## src/rtl/core/jws_pkg.sv

```systemverilog
// types and constants shared by the joystick window to segments block
`timescale 1ns / 1ps

package jws_pkg;

   localparam int SAMPLE_W    = 12;
   localparam int MAX_SAMPLES = 64;
   localparam int WIN_CNT_W   = 7;
   localparam int WIN_SUM_W   = SAMPLE_W + WIN_CNT_W;

   localparam logic [SAMPLE_W-1:0] CENTER_DEFAULT = 12'd2048;
   localparam logic [3:0]          DP_ALL         = 4'hF;

   localparam logic [6:0] SEG_A = 7'h01;
   localparam logic [6:0] SEG_B = 7'h02;
   localparam logic [6:0] SEG_C = 7'h04;
   localparam logic [6:0] SEG_D = 7'h08;
   localparam logic [6:0] SEG_E = 7'h10;
   localparam logic [6:0] SEG_F = 7'h20;
   localparam logic [6:0] SEG_G = 7'h40;

   localparam logic [2:0] POS_OUTER_A  = 3'd0;
   localparam logic [2:0] POS_MID_A    = 3'd1;
   localparam logic [2:0] POS_INNER_A  = 3'd2;
   localparam logic [2:0] POS_CENTER   = 3'd3;
   localparam logic [2:0] POS_INNER_B  = 3'd4;
   localparam logic [2:0] POS_MID_B    = 3'd5;
   localparam logic [2:0] POS_OUTER_B  = 3'd6;

   localparam logic [1:0] REGION_LOW    = 2'd0;
   localparam logic [1:0] REGION_CENTER = 2'd1;
   localparam logic [1:0] REGION_HIGH   = 2'd2;

   localparam logic [2:0] CSR_DEAD_ZONE          = 3'd0;
   localparam logic [2:0] CSR_MID_THRESHOLD      = 3'd1;
   localparam logic [2:0] CSR_OUTER_THRESHOLD    = 3'd2;
   localparam logic [2:0] CSR_SWITCH_HIGH_NEEDED = 3'd3;
   localparam logic [2:0] CSR_X_LOW_IS_LEFT      = 3'd4;
   localparam logic [2:0] CSR_Y_HIGH_IS_UP       = 3'd5;

   typedef struct packed {
      logic                cmd;
      logic [SAMPLE_W-1:0] x_sample;
      logic                x_done;
      logic [SAMPLE_W-1:0] y_sample;
      logic                y_done;
      logic                switch_level;
   } req_type;

   typedef struct packed {
      logic [6:0] digit0_segments;
      logic [6:0] digit1_segments;
      logic [6:0] digit2_segments;
      logic [6:0] digit3_segments;
      logic [3:0] decimal_points;
      logic [2:0] horiz_pos;
      logic [1:0] vert_zone;
   } rsp_type;

   typedef struct packed {
      logic [10:0] dead_zone;
      logic [11:0] mid_threshold;
      logic [11:0] outer_threshold;
      logic [6:0]  switch_high_needed;
      logic        x_low_is_left;
      logic        y_high_is_up;
   } cfg_type;

   typedef struct packed {
      logic                 cmd;
      logic [WIN_SUM_W-1:0] x_sum;
      logic [WIN_CNT_W-1:0] x_count;
      logic [WIN_SUM_W-1:0] y_sum;
      logic [WIN_CNT_W-1:0] y_count;
      logic [WIN_CNT_W-1:0] switch_high_count;
   } window_type;

endpackage

```

## src/rtl/core/jws_front.sv

```systemverilog
// front end: accepts sample beats and accumulates one window
`timescale 1ns / 1ps

module jws_front #(
   parameter int SAMPLES     = 8,
   parameter int SAMPLE_BITS = 12
) (
   input  logic                 clock,
   input  logic                 reset,
   input  logic                 req_valid,
   output logic                 req_ready,
   input  jws_pkg::req_type     req_data,
   output logic                 win_valid,
   input  logic                 win_ready,
   output jws_pkg::window_type  win_data
);
   import jws_pkg::*;

   localparam int CNT_W = $clog2(SAMPLES + 1);
   localparam int SUM_W = SAMPLE_W + CNT_W;
   localparam int IDX_W = (SAMPLES > 1) ? $clog2(SAMPLES) : 1;
   localparam logic [SAMPLE_W-1:0] SMASK =
      (SAMPLE_BITS >= SAMPLE_W) ? {SAMPLE_W{1'b1}} : SAMPLE_W'((1 << SAMPLE_BITS) - 1);
   localparam logic [IDX_W-1:0] LAST_IDX = IDX_W'(SAMPLES - 1);

   logic [SUM_W-1:0] x_sum_ff, x_sum_in, y_sum_ff, y_sum_in;
   logic [CNT_W-1:0] x_cnt_ff, x_cnt_in, y_cnt_ff, y_cnt_in, sw_cnt_ff, sw_cnt_in;
   logic             x_stop_ff, x_stop_in, y_stop_ff, y_stop_in;
   logic [IDX_W-1:0] idx_ff, idx_in;
   logic             accept, last, x_take, y_take;

   assign req_ready = win_ready;
   assign accept    = req_valid && win_ready;
   assign last      = (idx_ff == LAST_IDX);
   assign win_valid = accept && last;
   assign x_take    = !x_stop_ff && req_data.x_done;
   assign y_take    = !y_stop_ff && req_data.y_done;

   logic [SUM_W-1:0] x_sum_nx, y_sum_nx;
   logic [CNT_W-1:0] x_cnt_nx, y_cnt_nx, sw_cnt_nx;

   always_comb begin
      x_sum_nx  = x_sum_ff + (x_take ? SUM_W'(req_data.x_sample & SMASK) : '0);
      y_sum_nx  = y_sum_ff + (y_take ? SUM_W'(req_data.y_sample & SMASK) : '0);
      x_cnt_nx  = x_cnt_ff + CNT_W'(x_take);
      y_cnt_nx  = y_cnt_ff + CNT_W'(y_take);
      sw_cnt_nx = sw_cnt_ff + CNT_W'(req_data.switch_level);

      win_data.cmd               = req_data.cmd;
      win_data.x_sum             = WIN_SUM_W'(x_sum_nx);
      win_data.x_count           = WIN_CNT_W'(x_cnt_nx);
      win_data.y_sum             = WIN_SUM_W'(y_sum_nx);
      win_data.y_count           = WIN_CNT_W'(y_cnt_nx);
      win_data.switch_high_count = WIN_CNT_W'(sw_cnt_nx);

      x_sum_in  = x_sum_ff;
      y_sum_in  = y_sum_ff;
      x_cnt_in  = x_cnt_ff;
      y_cnt_in  = y_cnt_ff;
      sw_cnt_in = sw_cnt_ff;
      x_stop_in = x_stop_ff;
      y_stop_in = y_stop_ff;
      idx_in    = idx_ff;
      if (accept) begin
         if (last) begin
            x_sum_in  = '0;
            y_sum_in  = '0;
            x_cnt_in  = '0;
            y_cnt_in  = '0;
            sw_cnt_in = '0;
            x_stop_in = 1'b0;
            y_stop_in = 1'b0;
            idx_in    = '0;
         end else begin
            x_sum_in  = x_sum_nx;
            y_sum_in  = y_sum_nx;
            x_cnt_in  = x_cnt_nx;
            y_cnt_in  = y_cnt_nx;
            sw_cnt_in = sw_cnt_nx;
            x_stop_in = x_stop_ff || !req_data.x_done;
            y_stop_in = y_stop_ff || !req_data.y_done;
            idx_in    = idx_ff + 1'b1;
         end
      end
   end

   always_ff @(posedge clock) begin
      if (reset) begin
         x_sum_ff  <= '0;
         y_sum_ff  <= '0;
         x_cnt_ff  <= '0;
         y_cnt_ff  <= '0;
         sw_cnt_ff <= '0;
         x_stop_ff <= 1'b0;
         y_stop_ff <= 1'b0;
         idx_ff    <= '0;
      end else begin
         x_sum_ff  <= x_sum_in;
         y_sum_ff  <= y_sum_in;
         x_cnt_ff  <= x_cnt_in;
         y_cnt_ff  <= y_cnt_in;
         sw_cnt_ff <= sw_cnt_in;
         x_stop_ff <= x_stop_in;
         y_stop_ff <= y_stop_in;
         idx_ff    <= idx_in;
      end
   end

endmodule

```

## src/rtl/core/jws_queue.sv

```systemverilog
// two-entry queue of window summaries between front and back
`timescale 1ns / 1ps

module jws_queue (
   input  logic                 clock,
   input  logic                 reset,
   input  logic                 push_valid,
   output logic                 push_ready,
   input  jws_pkg::window_type  push_data,
   output logic                 pop_valid,
   input  logic                 pop_ready,
   output jws_pkg::window_type  pop_data
);
   import jws_pkg::*;

   window_type  entry_ff [2];
   logic        wr_ptr_ff, wr_ptr_in, rd_ptr_ff, rd_ptr_in;
   logic [1:0]  count_ff, count_in;
   logic        do_push, do_pop;

   assign push_ready = (count_ff != 2'd2);
   assign pop_valid  = (count_ff != 2'd0);
   assign pop_data   = entry_ff[rd_ptr_ff];
   assign do_push    = push_valid && push_ready;
   assign do_pop     = pop_valid && pop_ready;

   always_comb begin
      wr_ptr_in = wr_ptr_ff ^ do_push;
      rd_ptr_in = rd_ptr_ff ^ do_pop;
      count_in  = count_ff + 2'(do_push) - 2'(do_pop);
   end

   always_ff @(posedge clock) begin
      if (do_push) begin
         entry_ff[wr_ptr_ff] <= push_data;
      end
   end

   always_ff @(posedge clock) begin
      if (reset) begin
         wr_ptr_ff <= 1'b0;
         rd_ptr_ff <= 1'b0;
         count_ff  <= '0;
      end else begin
         wr_ptr_ff <= wr_ptr_in;
         rd_ptr_ff <= rd_ptr_in;
         count_ff  <= count_in;
      end
   end

endmodule

```

## src/rtl/core/jws_div.sv

```systemverilog
// restoring divider, one quotient bit per cycle
`timescale 1ns / 1ps

module jws_div #(
   parameter int DVD_W = 16,
   parameter int DVS_W = 4
) (
   input  logic             clock,
   input  logic             reset,
   input  logic             start,
   input  logic [DVD_W-1:0] dividend,
   input  logic [DVS_W-1:0] divisor,
   output logic             busy,
   output logic [DVD_W-1:0] quotient
);

   localparam int ST_W = $clog2(DVD_W + 1);

   logic [DVD_W-1:0] quo_ff, quo_in;
   logic [DVS_W-1:0] rem_ff, rem_in, dvs_ff, dvs_in;
   logic [ST_W-1:0]  step_ff, step_in;
   logic             busy_ff, busy_in;
   logic [DVS_W:0]   trial;

   assign busy     = busy_ff;
   assign quotient = quo_ff;
   assign trial    = {rem_ff, quo_ff[DVD_W-1]};

   always_comb begin
      quo_in  = quo_ff;
      rem_in  = rem_ff;
      dvs_in  = dvs_ff;
      step_in = step_ff;
      busy_in = busy_ff;
      if (start) begin
         quo_in  = dividend;
         rem_in  = '0;
         dvs_in  = divisor;
         step_in = ST_W'(DVD_W);
         busy_in = 1'b1;
      end else if (busy_ff) begin
         if (trial >= {1'b0, dvs_ff}) begin
            rem_in = DVS_W'(trial - {1'b0, dvs_ff});
            quo_in = {quo_ff[DVD_W-2:0], 1'b1};
         end else begin
            rem_in = DVS_W'(trial);
            quo_in = {quo_ff[DVD_W-2:0], 1'b0};
         end
         step_in = step_ff - 1'b1;
         busy_in = (step_ff != ST_W'(1));
      end
   end

   always_ff @(posedge clock) begin
      quo_ff <= quo_in;
      rem_ff <= rem_in;
      dvs_ff <= dvs_in;
   end

   always_ff @(posedge clock) begin
      if (reset) begin
         busy_ff <= 1'b0;
         step_ff <= '0;
      end else begin
         busy_ff <= busy_in;
         step_ff <= step_in;
      end
   end

endmodule

```

## src/rtl/core/jws_back.sv

```systemverilog
// back end: window averages, centers, classification and result register
`timescale 1ns / 1ps

module jws_back #(
   parameter int SAMPLES = 8
) (
   input  logic                 clock,
   input  logic                 reset,
   input  jws_pkg::cfg_type     cfg,
   input  logic                 win_valid,
   output logic                 win_ready,
   input  jws_pkg::window_type  win_data,
   output logic                 rsp_valid,
   input  logic                 rsp_ready,
   output jws_pkg::rsp_type     rsp_data
);
   import jws_pkg::*;

   localparam int CNT_W = $clog2(SAMPLES + 1);
   localparam int SUM_W = SAMPLE_W + CNT_W;

   localparam logic [1:0] ST_IDLE = 2'd0;
   localparam logic [1:0] ST_DIV  = 2'd1;
   localparam logic [1:0] ST_EMIT = 2'd2;

   logic [1:0]           state_ff, state_in;
   logic                 cmd_ff, cmd_in;
   logic [CNT_W-1:0]     x_cnt_ff, x_cnt_in, y_cnt_ff, y_cnt_in;
   logic [WIN_CNT_W-1:0] sw_cnt_ff, sw_cnt_in;
   logic [SAMPLE_W-1:0]  last_x_ff, last_x_in, last_y_ff, last_y_in;
   logic [SAMPLE_W-1:0]  center_x_ff, center_x_in, center_y_ff, center_y_in;
   logic                 rsp_valid_ff, rsp_valid_in;
   rsp_type              rsp_data_ff, rsp_data_in;

   logic                 start, x_busy, y_busy;
   logic [SUM_W-1:0]     x_quo, y_quo;
   logic [SAMPLE_W-1:0]  x_avg, y_avg;
   logic                 slot_free;

   logic signed [13:0]   dx, dy, s_dead, s_mid, s_outer;
   logic [2:0]           xp;
   logic [1:0]           yr, up_code, down_code;
   logic [6:0]           lp, rp, vb;
   rsp_type              result;

   assign win_ready = (state_ff == ST_IDLE);
   assign start     = win_valid && win_ready;
   assign rsp_valid = rsp_valid_ff;
   assign rsp_data  = rsp_data_ff;
   assign slot_free = !rsp_valid_ff || rsp_ready;

   jws_div #(.DVD_W(SUM_W), .DVS_W(CNT_W)) u_div_x (
      .clock    (clock),
      .reset    (reset),
      .start    (start),
      .dividend (win_data.x_sum[SUM_W-1:0]),
      .divisor  (win_data.x_count[CNT_W-1:0]),
      .busy     (x_busy),
      .quotient (x_quo)
   );

   jws_div #(.DVD_W(SUM_W), .DVS_W(CNT_W)) u_div_y (
      .clock    (clock),
      .reset    (reset),
      .start    (start),
      .dividend (win_data.y_sum[SUM_W-1:0]),
      .divisor  (win_data.y_count[CNT_W-1:0]),
      .busy     (y_busy),
      .quotient (y_quo)
   );

   // empty axis falls back to the default center or the last average
   always_comb begin
      if (x_cnt_ff == '0) begin
         x_avg = cmd_ff ? CENTER_DEFAULT : last_x_ff;
      end else begin
         x_avg = SAMPLE_W'(x_quo);
      end
      if (y_cnt_ff == '0) begin
         y_avg = cmd_ff ? CENTER_DEFAULT : last_y_ff;
      end else begin
         y_avg = SAMPLE_W'(y_quo);
      end
   end

   // classification from registered averages and centers
   always_comb begin
      s_dead  = $signed({3'b000, cfg.dead_zone});
      s_mid   = $signed({2'b00, cfg.mid_threshold});
      s_outer = $signed({2'b00, cfg.outer_threshold});
      dx      = $signed({2'b00, last_x_ff}) - $signed({2'b00, center_x_ff});
      dy      = $signed({2'b00, last_y_ff}) - $signed({2'b00, center_y_ff});
      if (cfg.x_low_is_left) begin
         dx = -dx;
      end

      if (dx >= s_outer) begin
         xp = POS_OUTER_A;
      end else if (dx >= s_mid) begin
         xp = POS_MID_A;
      end else if (dx > s_dead) begin
         xp = POS_INNER_A;
      end else if (dx <= -s_outer) begin
         xp = POS_OUTER_B;
      end else if (dx <= -s_mid) begin
         xp = POS_MID_B;
      end else if (dx < -s_dead) begin
         xp = POS_INNER_B;
      end else begin
         xp = POS_CENTER;
      end

      if (dy < -s_dead) begin
         yr = REGION_LOW;
      end else if (dy > s_dead) begin
         yr = REGION_HIGH;
      end else begin
         yr = REGION_CENTER;
      end

      up_code   = cfg.y_high_is_up ? REGION_HIGH : REGION_LOW;
      down_code = cfg.y_high_is_up ? REGION_LOW : REGION_HIGH;
      if (yr == up_code) begin
         lp = SEG_F;
         rp = SEG_B;
         vb = SEG_A;
      end else if (yr == down_code) begin
         lp = SEG_E;
         rp = SEG_C;
         vb = SEG_D;
      end else begin
         lp = SEG_E | SEG_F;
         rp = SEG_B | SEG_C;
         vb = SEG_G;
      end

      result = '0;
      case (xp)
         POS_OUTER_A: result.digit0_segments = lp | vb;
         POS_MID_A:   result.digit0_segments = rp | vb;
         POS_INNER_A: result.digit1_segments = lp | vb;
         POS_CENTER: begin
            result.digit1_segments = rp | vb;
            result.digit2_segments = lp | vb;
         end
         POS_INNER_B: result.digit2_segments = rp | vb;
         POS_MID_B:   result.digit3_segments = lp | vb;
         default:     result.digit3_segments = rp | vb;
      endcase
      result.decimal_points = (sw_cnt_ff < cfg.switch_high_needed) ? DP_ALL : 4'h0;
      result.horiz_pos      = xp;
      result.vert_zone      = yr;
   end

   always_comb begin
      state_in     = state_ff;
      cmd_in       = cmd_ff;
      x_cnt_in     = x_cnt_ff;
      y_cnt_in     = y_cnt_ff;
      sw_cnt_in    = sw_cnt_ff;
      last_x_in    = last_x_ff;
      last_y_in    = last_y_ff;
      center_x_in  = center_x_ff;
      center_y_in  = center_y_ff;
      rsp_valid_in = rsp_valid_ff && !rsp_ready;
      rsp_data_in  = rsp_data_ff;
      case (state_ff)
         ST_IDLE: begin
            if (start) begin
               cmd_in    = win_data.cmd;
               x_cnt_in  = win_data.x_count[CNT_W-1:0];
               y_cnt_in  = win_data.y_count[CNT_W-1:0];
               sw_cnt_in = win_data.switch_high_count;
               state_in  = ST_DIV;
            end
         end
         ST_DIV: begin
            if (!x_busy && !y_busy) begin
               last_x_in = x_avg;
               last_y_in = y_avg;
               if (cmd_ff) begin
                  center_x_in = x_avg;
                  center_y_in = y_avg;
                  state_in    = ST_IDLE;
               end else begin
                  state_in = ST_EMIT;
               end
            end
         end
         ST_EMIT: begin
            if (slot_free) begin
               rsp_valid_in = 1'b1;
               rsp_data_in  = result;
               state_in     = ST_IDLE;
            end
         end
         default: state_in = ST_IDLE;
      endcase
   end

   always_ff @(posedge clock) begin
      cmd_ff      <= cmd_in;
      x_cnt_ff    <= x_cnt_in;
      y_cnt_ff    <= y_cnt_in;
      sw_cnt_ff   <= sw_cnt_in;
      rsp_data_ff <= rsp_data_in;
   end

   always_ff @(posedge clock) begin
      if (reset) begin
         state_ff     <= ST_IDLE;
         last_x_ff    <= CENTER_DEFAULT;
         last_y_ff    <= CENTER_DEFAULT;
         center_x_ff  <= CENTER_DEFAULT;
         center_y_ff  <= CENTER_DEFAULT;
         rsp_valid_ff <= 1'b0;
      end else begin
         state_ff     <= state_in;
         last_x_ff    <= last_x_in;
         last_y_ff    <= last_y_in;
         center_x_ff  <= center_x_in;
         center_y_ff  <= center_y_in;
         rsp_valid_ff <= rsp_valid_in;
      end
   end

endmodule

```

## src/rtl/core/joystick_window_to_segments_top.sv

```systemverilog
// top level of the joystick window to seven-segment block
`timescale 1ns / 1ps

// Joystick window to seven-segment indicator.
// req channel: one joystick sample beat per accepted handshake; SAMPLES beats
// make a window, and the cmd bit of the last beat picks calibrate or run.
// rsp channel: one beat per run window with four digit patterns, decimal
// points, X position and Y region; calibrate windows only update the centers
// and last averages. csr channel: register index and data, always ready; it
// must be written only while idle, which the block itself does not enforce.
// The front accepts one beat per cycle while the queue has room and hands a
// window summary to a two-entry queue. The back divides both axis sums in
// parallel, one quotient bit per cycle; a run window takes it from idle
// through the divide and emit states, a calibrate window goes from divide
// straight back to idle. The back takes a new window only in idle, so the
// front goes on accepting beats while the queue has room. Reset clears the
// window, sets both centers and last averages to 2048 and loads the register
// defaults. A stalled rsp holds its beat; the back then waits and the queue
// and front stall once the queue is full.

module joystick_window_to_segments_top #(
   parameter int SAMPLES     = 8,
   parameter int SAMPLE_BITS = 12
) (
   input  logic             clock,
   input  logic             reset,
   input  logic             req_valid,
   output logic             req_ready,
   input  jws_pkg::req_type req_data,
   output logic             rsp_valid,
   input  logic             rsp_ready,
   output jws_pkg::rsp_type rsp_data,
   input  logic             csr_valid,
   output logic             csr_ready,
   input  logic [2:0]       csr_index,
   input  logic [11:0]      csr_data
);
   import jws_pkg::*;

   cfg_type    cfg_ff, cfg_in;
   logic       fq_valid, fq_ready, qb_valid, qb_ready;
   window_type fq_data, qb_data;

   assign csr_ready = 1'b1;

   always_comb begin
      cfg_in = cfg_ff;
      if (csr_valid) begin
         case (csr_index)
            CSR_DEAD_ZONE:          cfg_in.dead_zone          = csr_data[10:0];
            CSR_MID_THRESHOLD:      cfg_in.mid_threshold      = csr_data;
            CSR_OUTER_THRESHOLD:    cfg_in.outer_threshold    = csr_data;
            CSR_SWITCH_HIGH_NEEDED: cfg_in.switch_high_needed = csr_data[6:0];
            CSR_X_LOW_IS_LEFT:      cfg_in.x_low_is_left      = csr_data[0];
            CSR_Y_HIGH_IS_UP:       cfg_in.y_high_is_up       = csr_data[0];
            default:                cfg_in = cfg_ff;
         endcase
      end
   end

   always_ff @(posedge clock) begin
      if (reset) begin
         cfg_ff.dead_zone          <= 11'd512;
         cfg_ff.mid_threshold      <= 12'd640;
         cfg_ff.outer_threshold    <= 12'd768;
         cfg_ff.switch_high_needed <= 7'd5;
         cfg_ff.x_low_is_left      <= 1'b0;
         cfg_ff.y_high_is_up       <= 1'b1;
      end else begin
         cfg_ff <= cfg_in;
      end
   end

   jws_front #(.SAMPLES(SAMPLES), .SAMPLE_BITS(SAMPLE_BITS)) u_front (
      .clock     (clock),
      .reset     (reset),
      .req_valid (req_valid),
      .req_ready (req_ready),
      .req_data  (req_data),
      .win_valid (fq_valid),
      .win_ready (fq_ready),
      .win_data  (fq_data)
   );

   jws_queue u_queue (
      .clock      (clock),
      .reset      (reset),
      .push_valid (fq_valid),
      .push_ready (fq_ready),
      .push_data  (fq_data),
      .pop_valid  (qb_valid),
      .pop_ready  (qb_ready),
      .pop_data   (qb_data)
   );

   jws_back #(.SAMPLES(SAMPLES)) u_back (
      .clock     (clock),
      .reset     (reset),
      .cfg       (cfg_ff),
      .win_valid (qb_valid),
      .win_ready (qb_ready),
      .win_data  (qb_data),
      .rsp_valid (rsp_valid),
      .rsp_ready (rsp_ready),
      .rsp_data  (rsp_data)
   );

endmodule

```

## config.mk

```make
export PLATFORM = sky130hd
export DESIGN_NAME = joystick_window_to_segments_top
export DESIGN_NICKNAME = d
export VERILOG_FILES = /design/src/rtl/core/jws_pkg.sv /design/src/rtl/core/jws_front.sv /design/src/rtl/core/jws_queue.sv /design/src/rtl/core/jws_div.sv /design/src/rtl/core/jws_back.sv /design/src/rtl/core/joystick_window_to_segments_top.sv
export SDC_FILE = /design/constraint.sdc
export NUM_CORES = 1
export LEC_CHECK = 0
export ABC_AREA = 1
export BUFFER_PORTS_ARGS = -buffer_cell sky130_fd_sc_hd__buf_2
export CAP_MARGIN = 20
export CORE_ASPECT_RATIO = 2
export CORE_MARGIN = 2
export CORE_UTILIZATION = 62
export CTS_CLUSTER_DIAMETER = 100
export CTS_CLUSTER_SIZE = 20
export DETAILED_ROUTE_END_ITERATION = 8
export GPL_TIMING_DRIVEN = 0
export MAX_ROUTING_LAYER = met4
export PLACE_DENSITY = 0.8
export REMOVE_ABC_BUFFERS = 1
export SLEW_MARGIN = 20
export SYNTH_ARGS = -nofsm -noshare
export SYNTH_HDL_FRONTEND = slang
export SYNTH_SLANG_ARGS = --single-unit
```

## constraint.sdc

```tcl
create_clock -name clock -period 5.35 [get_ports clock]
set_input_delay 0.8025 -clock clock [delete_from_list [all_inputs] [get_ports clock]]
set_output_delay 0.8025 -clock clock [all_outputs]
set_load 0.05 [all_outputs]
```

==> reports/qor.yml, run 1 <==
setup_path:
  worst_reg_to_reg_path_cell_count: 28
  critPathLaunchType: "register"
  regToRegSetupSlack_ps: 480
  critPathCaptureType: "register"
  critical-path-slowest-cell: "fa_1"
  timing.rr.start: "u_back.last_x_ff[0]"
  timing.critical_path.from: "u_back.last_x_ff[0]"
  worst-endpoint-required_ps: 5610
  critPathArrivalTime_ps: 5130
  crit_type: "register to register"
  endpoint: "u_back.rsp_data[20]"
  timing.critical_path.mode_cell: "nand2_1"
  cp_slowest_stage_delay_ps: 410
  regToRegEndpoint: "u_back.rsp_data[20]"
  cp_max_fanout: 6
placed_design:
  buffer_ports.inserted: 86
  hpwl_um: 33200
  gp_routability_congestion: 0.935
  dpl_cell_area_sq_um: 19900
cells_and_area:
  fin_nets: 2571
  seq_cell_area_sq_um: 8440
  area_of_the_multi_input_gates_sq_um: 9030
  fill_cell_instance_count_of_the_final_layout: 2441
  area.growth.synth_to_final_pct: 8.29
  finish.instance_area_sq_um: 20500
  diodes: 0
  post_route_cells_drive_above_1_share: 0.0772
global_route:
  grt_max_degree: 77
  grt_pass1_vias: 15100
  overall_global_routing_usage: 0.274
  grt_overflow: 0
  first_pass_grt_wire_length_um: 69500
  antenna_violations_before_repair: 0
yosys:
  synthFlopType: "edfxtp_1"
  yosys.area_share.simple: 0.185
  post_synth_inst_count: 2288
  yosys-mux-area-fraction: 0
  post-synth-top-area-fraction: 0.268
  yosys_warnings: 0
  synth_cell_count_leaders: "444 x nand2_1, 334 x inv_1, 195 x a21oi_1"
  seq_area_frac_synth: 0.445
  dominant_cell_by_count_in_the_synthesized_netlist: "nand2_1"
  syn-mean-instance-area_sq_um: 8.29
  netlist_top_cells_area: "edfxtp_1 27%, dfxtp_1 18%, ha_1 11%, nand2_1 8.8%, inv_1 6.6%"
  yosys.area_share.adder: 0.120
  synth_edf_count: 169
  syn_area_sq_um: 19000
  synth_top_family_by_area: "simple AND/OR/NAND/NOR gates"
  synth_seq_cells: 337
  async_reset_ff_frac: 0
  synth_largest_area_cell: "edfxtp_1"
  synthXorXnorAreaFrac: 0.0360
  synth_compound_area_frac: 0.131
  ys_types: 50
routing:
  routed_wl_um: 42900
  post_drt_wl_per_cell_um: 15.7
  dr.first_iter.drc_count: 607
  route.detailed.drc: 0
  postRouteAntennaNets: 0
  post_dr_vias_cell: 5.66
  num_vias: 15400
  1st_pass_router_iterations: 5
sta:
  final_period_minus_worst_setup_slack_ps: 4870
  finalHoldViolations: 0
  relSlewSlack: 0.332
  min_period_over_period: 0.910
  final.setup.tns_ps: 0
  fmax_mhz: 205
  rsz0062_at_grt: "false"
  finalMaxSlewViolations: 0
  tightest_slew_ps: 995
  final-setup-viol-count: 0
  clock-skew-final_ps: 19.4
floorplan:
  fp.coreArea_sq_um: 30200
  die_h_um: 251
  initial_utilization: 0.628
  die_area_sq_um: 32100
  ios: 88
  std_cell_rows: 90
  floorplan.die.width_um: 128
hold_path:
  hold_path.class: "register to register"
cts:
  cts-htree-levels: 1
  cts_max_path_buffers: 3
  cts_inserted_buffers: 20
  cts_sinks: 337
  clkSlewWorstSetupHoldPaths_ps: 80
  cts-root-buf: "clkbuf_16"
  tritoncts: "done"
  insertion_delay_ps: 540
run_status:
  status: "completed"
job:
  drv.max_cap_violation_count: 0
==> critical path: cells and delay by family, from the launching register on <==
kind                       cells  cell delay [ps]
and+or+nand+nor               16             2120
buffers and inverters          5              410
DFF                            1              340
xor gates and xnor gates       1              300
adders and majority gates      4             1130
AOI/OAI and AO/OA              2              290
==> worst min path at each step <==
stage,from,to,cells past startpoint
global placement,u_front.y_stop_ff,u_front.y_stop_ff,2
finish,u_front.x_stop_ff,u_front.x_stop_ff,2
floorplan,u_back.u_div_x.rem_ff[3],u_back.u_div_x.rem_ff[3],2
global route,req_data[27],u_queue.entry_ff[0][44],1
detailed placement,u_back.u_div_y.rem_ff[3],u_back.u_div_y.rem_ff[3],1
CTS,req_data[27],u_queue.entry_ff[0][44],1
==> what timing repair did <==
action | 4_1_cts | 5_1_grt
gates resized for setup | 0 | 5
setup endpoints to repair | 0 | 27
setup buffers | 0 | 4
hold buffers | 0 | 0
==> cells in the final DEF, fill, tap and decap left out, types with 21 or more instances in the layout <==
cell type | Yosys | routed
edfxtp_1 | 169 | 169
ha_1 | 172 | 170
o211ai_1 | 37 | 37
a31oi_1 | 36 | 36
a21oi_1 | 195 | 194
nor2_1 | 193 | 188
inv_1 | 334 | 333
nand2_1 | 444 | 443
nand3_1 | 106 | 105
clkbuf_16 | 0 | 21
buf_2 | 1 | 88
nor3_1 | 27 | 26
dfxtp_1 | 168 | 167
o21ai_0 | 130 | 129
xor2_1 | 62 | 60
nand4_1 | 30 | 30
==> cells by family (layout without fill, tap and decap cells) <==
| kind of cell | Yosys count | count (layout) |
|---|---|---|
| fa+ha+maj | 178 | 178 |
| compound gates | 442 | 442 |
| other cells | 1 | 1 |
| simple gates | 835 | 835 |
| flops | 337 | 337 |
| xor+xnor | 78 | 78 |
| buf+inv | 417 | 487 |
==> through the flow <==
| step | hold slack (ps) | utilization | instances | setup WS, ps |
|---|---|---|---|---|
| 3_5_place_dp | 461 | 0.659 | 2687 | 196 |
| 5_1_grt | 468 | 0.681 | 2726 | 83.6 |
| 6_report | 469 | 0.681 | 2726 | 481 |
| 2_1_floorplan | 429 | - | 2215 | 113 |
| 3_3_place_gp | 445 | 0.648 | 2669 | -2140 |
| 4_1_cts | 457 | 0.679 | 2722 | 152 |
==> metal layers <==
| layer | vias up | track usage | routed length, um |
|---|---|---|---|
| li1 | 7722 | - | - |
| met1 | 7209 | 0.245 | 14500 |
| met2 | 359 | 0.541 | 24200 |
| met3 | 141 | 0.0228 | 1370 |
| met4 | 0 | 0.161 | 2830 |
| met5 | - | - | 0 |
==> sequential cells by signal (all words and copies together) (netlist names), 5 cells and up <==
| signal | cells |
|---|---|
| u_queue.entry_ff | 90 |
| cfg_ff | 44 |
| u_back.rsp_data | 34 |
| u_back.u_div_x.quotient | 16 |
| u_back.u_div_y.quotient | 16 |
| u_front.x_sum_ff | 16 |
| u_front.y_sum_ff | 16 |
| u_back.center_x_ff | 12 |
| u_back.center_y_ff | 12 |
| u_back.last_x_ff | 12 |
| u_back.last_y_ff | 12 |
| u_back.u_div_x.step_ff | 5 |
| u_back.u_div_y.step_ff | 5 |
==> area by class of cell <==
cell class | count | share of cell area
clock buffers | 34 | 0.0280
inverters | 344 | 0.0630
flip-flops and latches | 337 | 0.411
clock inverters | 1 | 0.000244
repair buffers | 108 | 0.0359
multi-input cells | 1534 | 0.440
well taps | 368 | 0.0224
Power of run 1 is not shown: default switching activity piles up to over one toggle a cycle in this logic, so the estimate is an artifact.
==> run 2, diff against run 1 <==
--- a/config.mk
+++ b/config.mk
@@ -10,15 +10,14 @@
 export CAP_MARGIN = 20
 export CORE_ASPECT_RATIO = 2
 export CORE_MARGIN = 2
-export CORE_UTILIZATION = 62
+export CORE_UTILIZATION = 48
 export CTS_CLUSTER_DIAMETER = 100
 export CTS_CLUSTER_SIZE = 20
 export DETAILED_ROUTE_END_ITERATION = 8
 export GPL_TIMING_DRIVEN = 0
 export MAX_ROUTING_LAYER = met4
-export PLACE_DENSITY = 0.8
 export REMOVE_ABC_BUFFERS = 1
-export SLEW_MARGIN = 20
+export SLEW_MARGIN = 5
 export SYNTH_ARGS = -nofsm -noshare
 export SYNTH_HDL_FRONTEND = slang
 export SYNTH_SLANG_ARGS = --single-unit
==> run 2 against run 1 <==
Die area up 28%. Register-to-register slack better by 40 ps. Global-route usage is 5.1 points lower. Non-clock buffer count is 4 lower. Clock skew grew 3.0 ps. Fmax up 0.82%. Sequential cell count did not move. Largest cell class unchanged.
==> reports/qor.yml, run 2 (synthesis gave the netlist of run 1 again) <==
cts:
  cts-htree-levels: 1  # unchanged
  cts-root-buf: "clkbuf_16"
  insertion_delay_ps: 560  # +20 ps
  cts_max_path_buffers: 3  # unchanged
  ctsHoldBuffers: 0  # unchanged
  tritoncts: "done"
  clkSlewWorstSetupHoldPaths_ps: 100  # +20 ps
  cts_sinks: 337  # unchanged
  cts_inserted_buffers: 20  # unchanged
setup_path:
  cp_max_fanout: 10  # +4
  critPathLaunchType: "register"
  critPathArrivalTime_ps: 5100  # -30 ps
  critPathCaptureType: "register"
  worst-endpoint-required_ps: 5620  # about the same
  crit_type: "register to register"
cells_and_area:
  post_route_cells_drive_above_1_share: 0.0760  # -0.00118
  max_flop_register: "u_queue.entry_ff"
  diodes: 0  # unchanged
  area.growth.synth_to_final_pct: 9.33
  fin_nets: 2567  # -0.16%
  fill_cell_instance_count_of_the_final_layout: 3752  # +54%
  area_of_the_multi_input_gates_sq_um: 9040  # +0.12%
  layout_common_cells: "443 x nand2_1, 333 x inv_1, 195 x a21oi_1, 188 x nor2_1, 170 x ha_1"
  instances_no_fill: 2880  # +5.6%
  most_common_cell_after_layout_fill_and_taps_aside: "nand2_1"
  seq_cell_area_sq_um: 8440  # unchanged
  largest_register_ff_count: 90  # unchanged
routing:
  postRouteAntennaNets: 0  # unchanged
  routed_wl_um: 44200  # +3.2%
  post_dr_vias_cell: 5.15  # -8.9%
  dr.first_iter.drc_count: 786  # +29%
  1st_pass_router_iterations: 5  # unchanged
  post_drt_wl_per_cell_um: 15.4  # -2.3%
  route.detailed.drc: 0  # unchanged
  num_vias: 14800  # -3.8%
job:
  drv.max_cap_violation_count: 0  # unchanged
floorplan:
  die_h_um: 285  # +13%
  ios: 88  # unchanged
  die_area_sq_um: 41200  # +28%
  fp.coreArea_sq_um: 39200  # +30%
  initial_utilization: 0.484  # -0.144
  floorplan.die.width_um: 145  # +13%
  std_cell_rows: 103  # +14%
global_route:
  first_pass_grt_wire_length_um: 70800  # +1.9%
  antenna_violations_before_repair: 0  # unchanged
  grt_pass1_vias: 13900  # -8.3%
  grt_overflow: 0  # unchanged
  overall_global_routing_usage: 0.223  # -0.0508
  grt_max_degree: 61  # -21%
sta:
  fmax_mhz: 207  # +0.82%
  final_period_minus_worst_setup_slack_ps: 4830  # -39.4 ps
  rsz0062_at_grt: "false"
  min_period_over_period: 0.903  # -0.00737
  final-setup-viol-count: 0  # unchanged
  tightest_slew_ps: 969  # -25.8 ps
  clock-skew-final_ps: 22.5  # +3.03 ps
  finalHoldViolations: 0  # unchanged
  finalMaxSlewViolations: 0  # unchanged
  relSlewSlack: 0.349  # +0.0174
placed_design:
  gp_routability_congestion: 0.880  # -5.9%
  buffer_ports.inserted: 86  # unchanged
  hpwl_um: 32600  # -2.0%
  place.detailed.instances: 2844  # +5.8%
hold_path:
  hold_path.class: "register to register"
run_status:
  status: "completed"
run 2: changes by cell type in the layout (fill, tap and decap cells not counted), sizes merged:
cell,before,now
buf,108,104
clkbuf,34,35
run 2: stage by stage:
step	hold slack, ps	setup slack, ps	TNS, ps	utilization	instance area [sq um]
4_1_cts	460	163	0	0.528	20700
3_5_place_dp	452	211	0	0.513	20100
5_1_grt	471	43.0	0	0.529	20700
6_report	460	520	0	0.529	20700
3_3_place_gp	444	-2470	-229840	0.504	19800
2_1_floorplan	429	113	0	-	18700
run 2: worst paths after layout:
path	from	end	slack, ps	depth (start not counted)
max	u_back.last_x_ff[0]	u_back.rsp_data[27]	520	25
min	u_front.y_stop_ff	u_front.y_stop_ff	460	2
max reg2reg	u_back.last_x_ff[0]	u_back.rsp_data[27]	520	25
min reg2reg	u_front.y_stop_ff	u_front.y_stop_ff	460	2
run 2: worst max-delay path, stage by stage (launching register included):
cell     delay [ps]
dfxtp_1         340
inv_1            60
ha_1            210
inv_1           110
fa_1            430
inv_1           110
nand2_1          50
a21oi_1         200
nand3_2         110
nor2_2          110
nand3_1         110
o21ai_0         290
xor2_2          420
ha_1            350
a21oi_1         150
o21ai_0         130
o21ai_1         100
nand2_1          60
nand2_1          50
nand3_1          90
a21oi_2         400
nand3_2         190
nor2_8          200
inv_2            90
nand3_1         100
nor2_1           60
run 2: final cells by class:
| cell class | count | share of cell area |
|---|---|---|
| inverter | 344 | 0.0624 |
| multi-input combinational | 1534 | 0.436 |
| clock inverter | 1 | 0.00145 |
| tap | 525 | 0.0317 |
| clock buffer | 35 | 0.0273 |
| sequential | 337 | 0.407 |
| timing repair buffer | 104 | 0.0343 |
run 2: what timing repair did:
| item | CTS | global route |
|---|---|---|
| resized for setup | 0 | 6 |
| setup buffers | 0 | 0 |
| endpoints found under the setup margin | 0 | 22 |
run 2: layer usage:
layer  GRT usage  part of all wire
met5           -                 0
met4      0.0568             0.025
met3      0.0190             0.030
met2       0.392              0.51
met1       0.275              0.44
Power of run 2 is left out for the same reason.
==> run 3, diff against run 2 <==
--- a/config.mk
+++ b/config.mk
@@ -20,4 +20,5 @@
 export SLEW_MARGIN = 5
 export SYNTH_ARGS = -nofsm -noshare
 export SYNTH_HDL_FRONTEND = slang
+export SYNTH_HIERARCHICAL = 1
 export SYNTH_SLANG_ARGS = --single-unit
==> run 3 against run 2 <==
First-iteration DRC count fell by 21%. Die area rose by 12%. Count of clock-buffer cells in the layout unchanged. Via count up 15%. Clock skew grew 8.6 ps. Critical path type unchanged. Sequential cell count grew 17. Largest cell class unchanged. Critical endpoint is now u_back/rsp_data[32]. Area after synthesis rose by 12%. Synthesized cell count grew 19%. Non-clock buffer count shrank 2.
==> reports/qor.yml, run 3 <==
run_status:
  status: "completed"
routing:
  postRouteAntennaNets: 0  # unchanged
  1st_pass_router_iterations: 5  # unchanged
  num_vias: 17000  # +15%
  routed_wl_um: 49300  # +12%
  dr.first_iter.drc_count: 621  # -21%
  post_drt_wl_per_cell_um: 14.8  # -3.8%
  post_dr_vias_cell: 5.10  # -1.1%
  route.detailed.drc: 0  # unchanged
cts:
  insertion_delay_ps: 550  # about the same
  clkSlewWorstSetupHoldPaths_ps: 90  # about the same
  cts_max_path_buffers: 3  # unchanged
  cts_sinks: 354  # +5.0%
  tritoncts: "done"
  cts-root-buf: "clkbuf_16"
  cts_inserted_buffers: 21  # +5.0%
  cts-htree-levels: 1  # unchanged
sta:
  finalMaxSlewViolations: 0  # unchanged
  fmax_mhz: 204  # -1.4%
  setup_slack_ps: 451  # -69.4 ps
  min_period_over_period: 0.916  # +0.0130
  finalHoldViolations: 0  # unchanged
  relSlewSlack: 0.279  # -0.0701
  tightest_slew_ps: 1070  # +101 ps
  final.setup.tns_ps: 0  # unchanged
  final-setup-viol-count: 0  # unchanged
  final_period_minus_worst_setup_slack_ps: 4900  # +69.4 ps
  worst_hold_slack_ps: 454  # -5.79 ps
  rsz0062_at_grt: "false"
  clock-skew-final_ps: 31.1  # +8.60 ps
placed_design:
  dp_slack_ps: 163  # -48.7 ps
  hpwl_um: 38300  # +18%
  buffer_ports.inserted: 86  # unchanged
  place.detailed.instances: 3300  # +16%
  gp_routability_congestion: 0.933  # +6.1%
cells_and_area:
  fill_cell_instance_count_of_the_final_layout: 4266  # +14%
  area.growth.synth_to_final_pct: 7.62
  layout_common_cells: "759 x nand2_1, 375 x inv_1, 256 x nor2_1, 186 x edfxtp_1, 172 x ha_1"
  post_route_cells_drive_above_1_share: 0.0834  # +0.00735
  diodes: 0  # unchanged
  fin_nets: 2995  # +17%
  most_common_cell_after_layout_fill_and_taps_aside: "nand2_1"
  max_flop_register: "u_queue/entry_ff"
  instances_no_fill: 3338  # +16%
  largest_register_ff_count: 96  # +6.7%
setup_path:
  critical-path-slowest-cell: "xor2_2"
  timing.critical_path.mode_cell: "nand2_1"
  crit_type: "register to register"
  critPathLaunchType: "register"
  worst-endpoint-required_ps: 5740  # +120 ps
  cp_max_fanout: 12  # +2
  critPathCaptureType: "register"
  critPathArrivalTime_ps: 5290  # +190 ps
  cp_slowest_stage_delay_ps: 470  # +40 ps
job:
  drv.max_cap_violation_count: 0  # unchanged
yosys:
  post_synth_inst_count: 2724  # +19%
  syn-mean-instance-area_sq_um: 7.81  # -5.7%
  syn_area_sq_um: 21300  # +12%
  yosys_warnings: 6  # +6
global_route:
  first_pass_grt_wire_length_um: 81400  # +15%
  grt_overflow: 0  # unchanged
  grt_pass1_vias: 17000  # +22%
  antenna_violations_before_repair: 0  # unchanged
  overall_global_routing_usage: 0.221  # -0.00208
  grt_max_degree: 63  # +3.3%
floorplan:
  floorplan.die.width_um: 153  # +5.8%
  ios: 88  # unchanged
  initial_utilization: 0.483  # -0.000953
  std_cell_rows: 109  # +5.8%
  fp.coreArea_sq_um: 44100  # +12%
  die_h_um: 302  # +5.9%
  die_area_sq_um: 46100  # +12%
hold_path:
  hold_path.class: "register to register"
-- run 3: worst max-delay path: cells and delay by family, from the launching register on --
kind / cells / cell delay [ps]
and+or+nand+nor: 18 / 2190
adders and majority gates: 3 / 920
xor gates and xnor gates: 1 / 470
AOI/OAI and AO/OA: 3 / 450
buffers and inverters: 5 / 410
DFF: 1 / 340
-- run 3: timing repair --
item                                   CTS  global route
setup endpoints to repair                0            24
resized for setup                        0             4
endpoints found under the hold margin    0             0
hold buffers                             0             0
setup buffers                            0             0
-- run 3: per-layer routing --
| metal | GRT usage | routed length (um) | vias up |
|---|---|---|---|
| li1 | - | - | 8859 |
| met1 | 0.208 | 17900 | 7754 |
| met2 | 0.435 | 26900 | 271 |
| met3 | 0.0163 | 1250 | 134 |
| met4 | 0.125 | 3240 | 0 |
| met5 | - | 0 | - |
-- run 3: final timing paths --
kind | from | to | slack [ps] | cells after the start
max | u_back/last_x_ff[0] | u_back/rsp_data[32] | 450 | 30
min | u_back/u_div_y/rem_ff[3] | u_back/u_div_y/rem_ff[3] | 450 | 2
max reg2reg | u_back/last_x_ff[0] | u_back/rsp_data[32] | 450 | 30
min reg2reg | u_back/u_div_y/rem_ff[3] | u_back/u_div_y/rem_ff[3] | 450 | 2
-- run 3: area by class of cell --
cell class | count | area, sq um | share of cell area
clock inverters | 3 | 18.8 | 0.000819
well taps | 555 | 694 | 0.0303
clock buffers | 35 | 578 | 0.0252
repair buffers | 102 | 688 | 0.0300
inverters | 392 | 1480 | 0.0645
flip-flops and latches | 354 | 8950 | 0.391
multi-input cells | 1897 | 10500 | 0.458
-- run 3: stage by stage --
stage / area, sq um / utilization
after floorplan: 20800 / -
after global placement: 22000 / 0.499
after detailed placement: 22300 / 0.506
after CTS: 22900 / 0.519
after global routing: 22900 / 0.520
final: 22900 / 0.520
Power of run 3 is left out for the same reason.
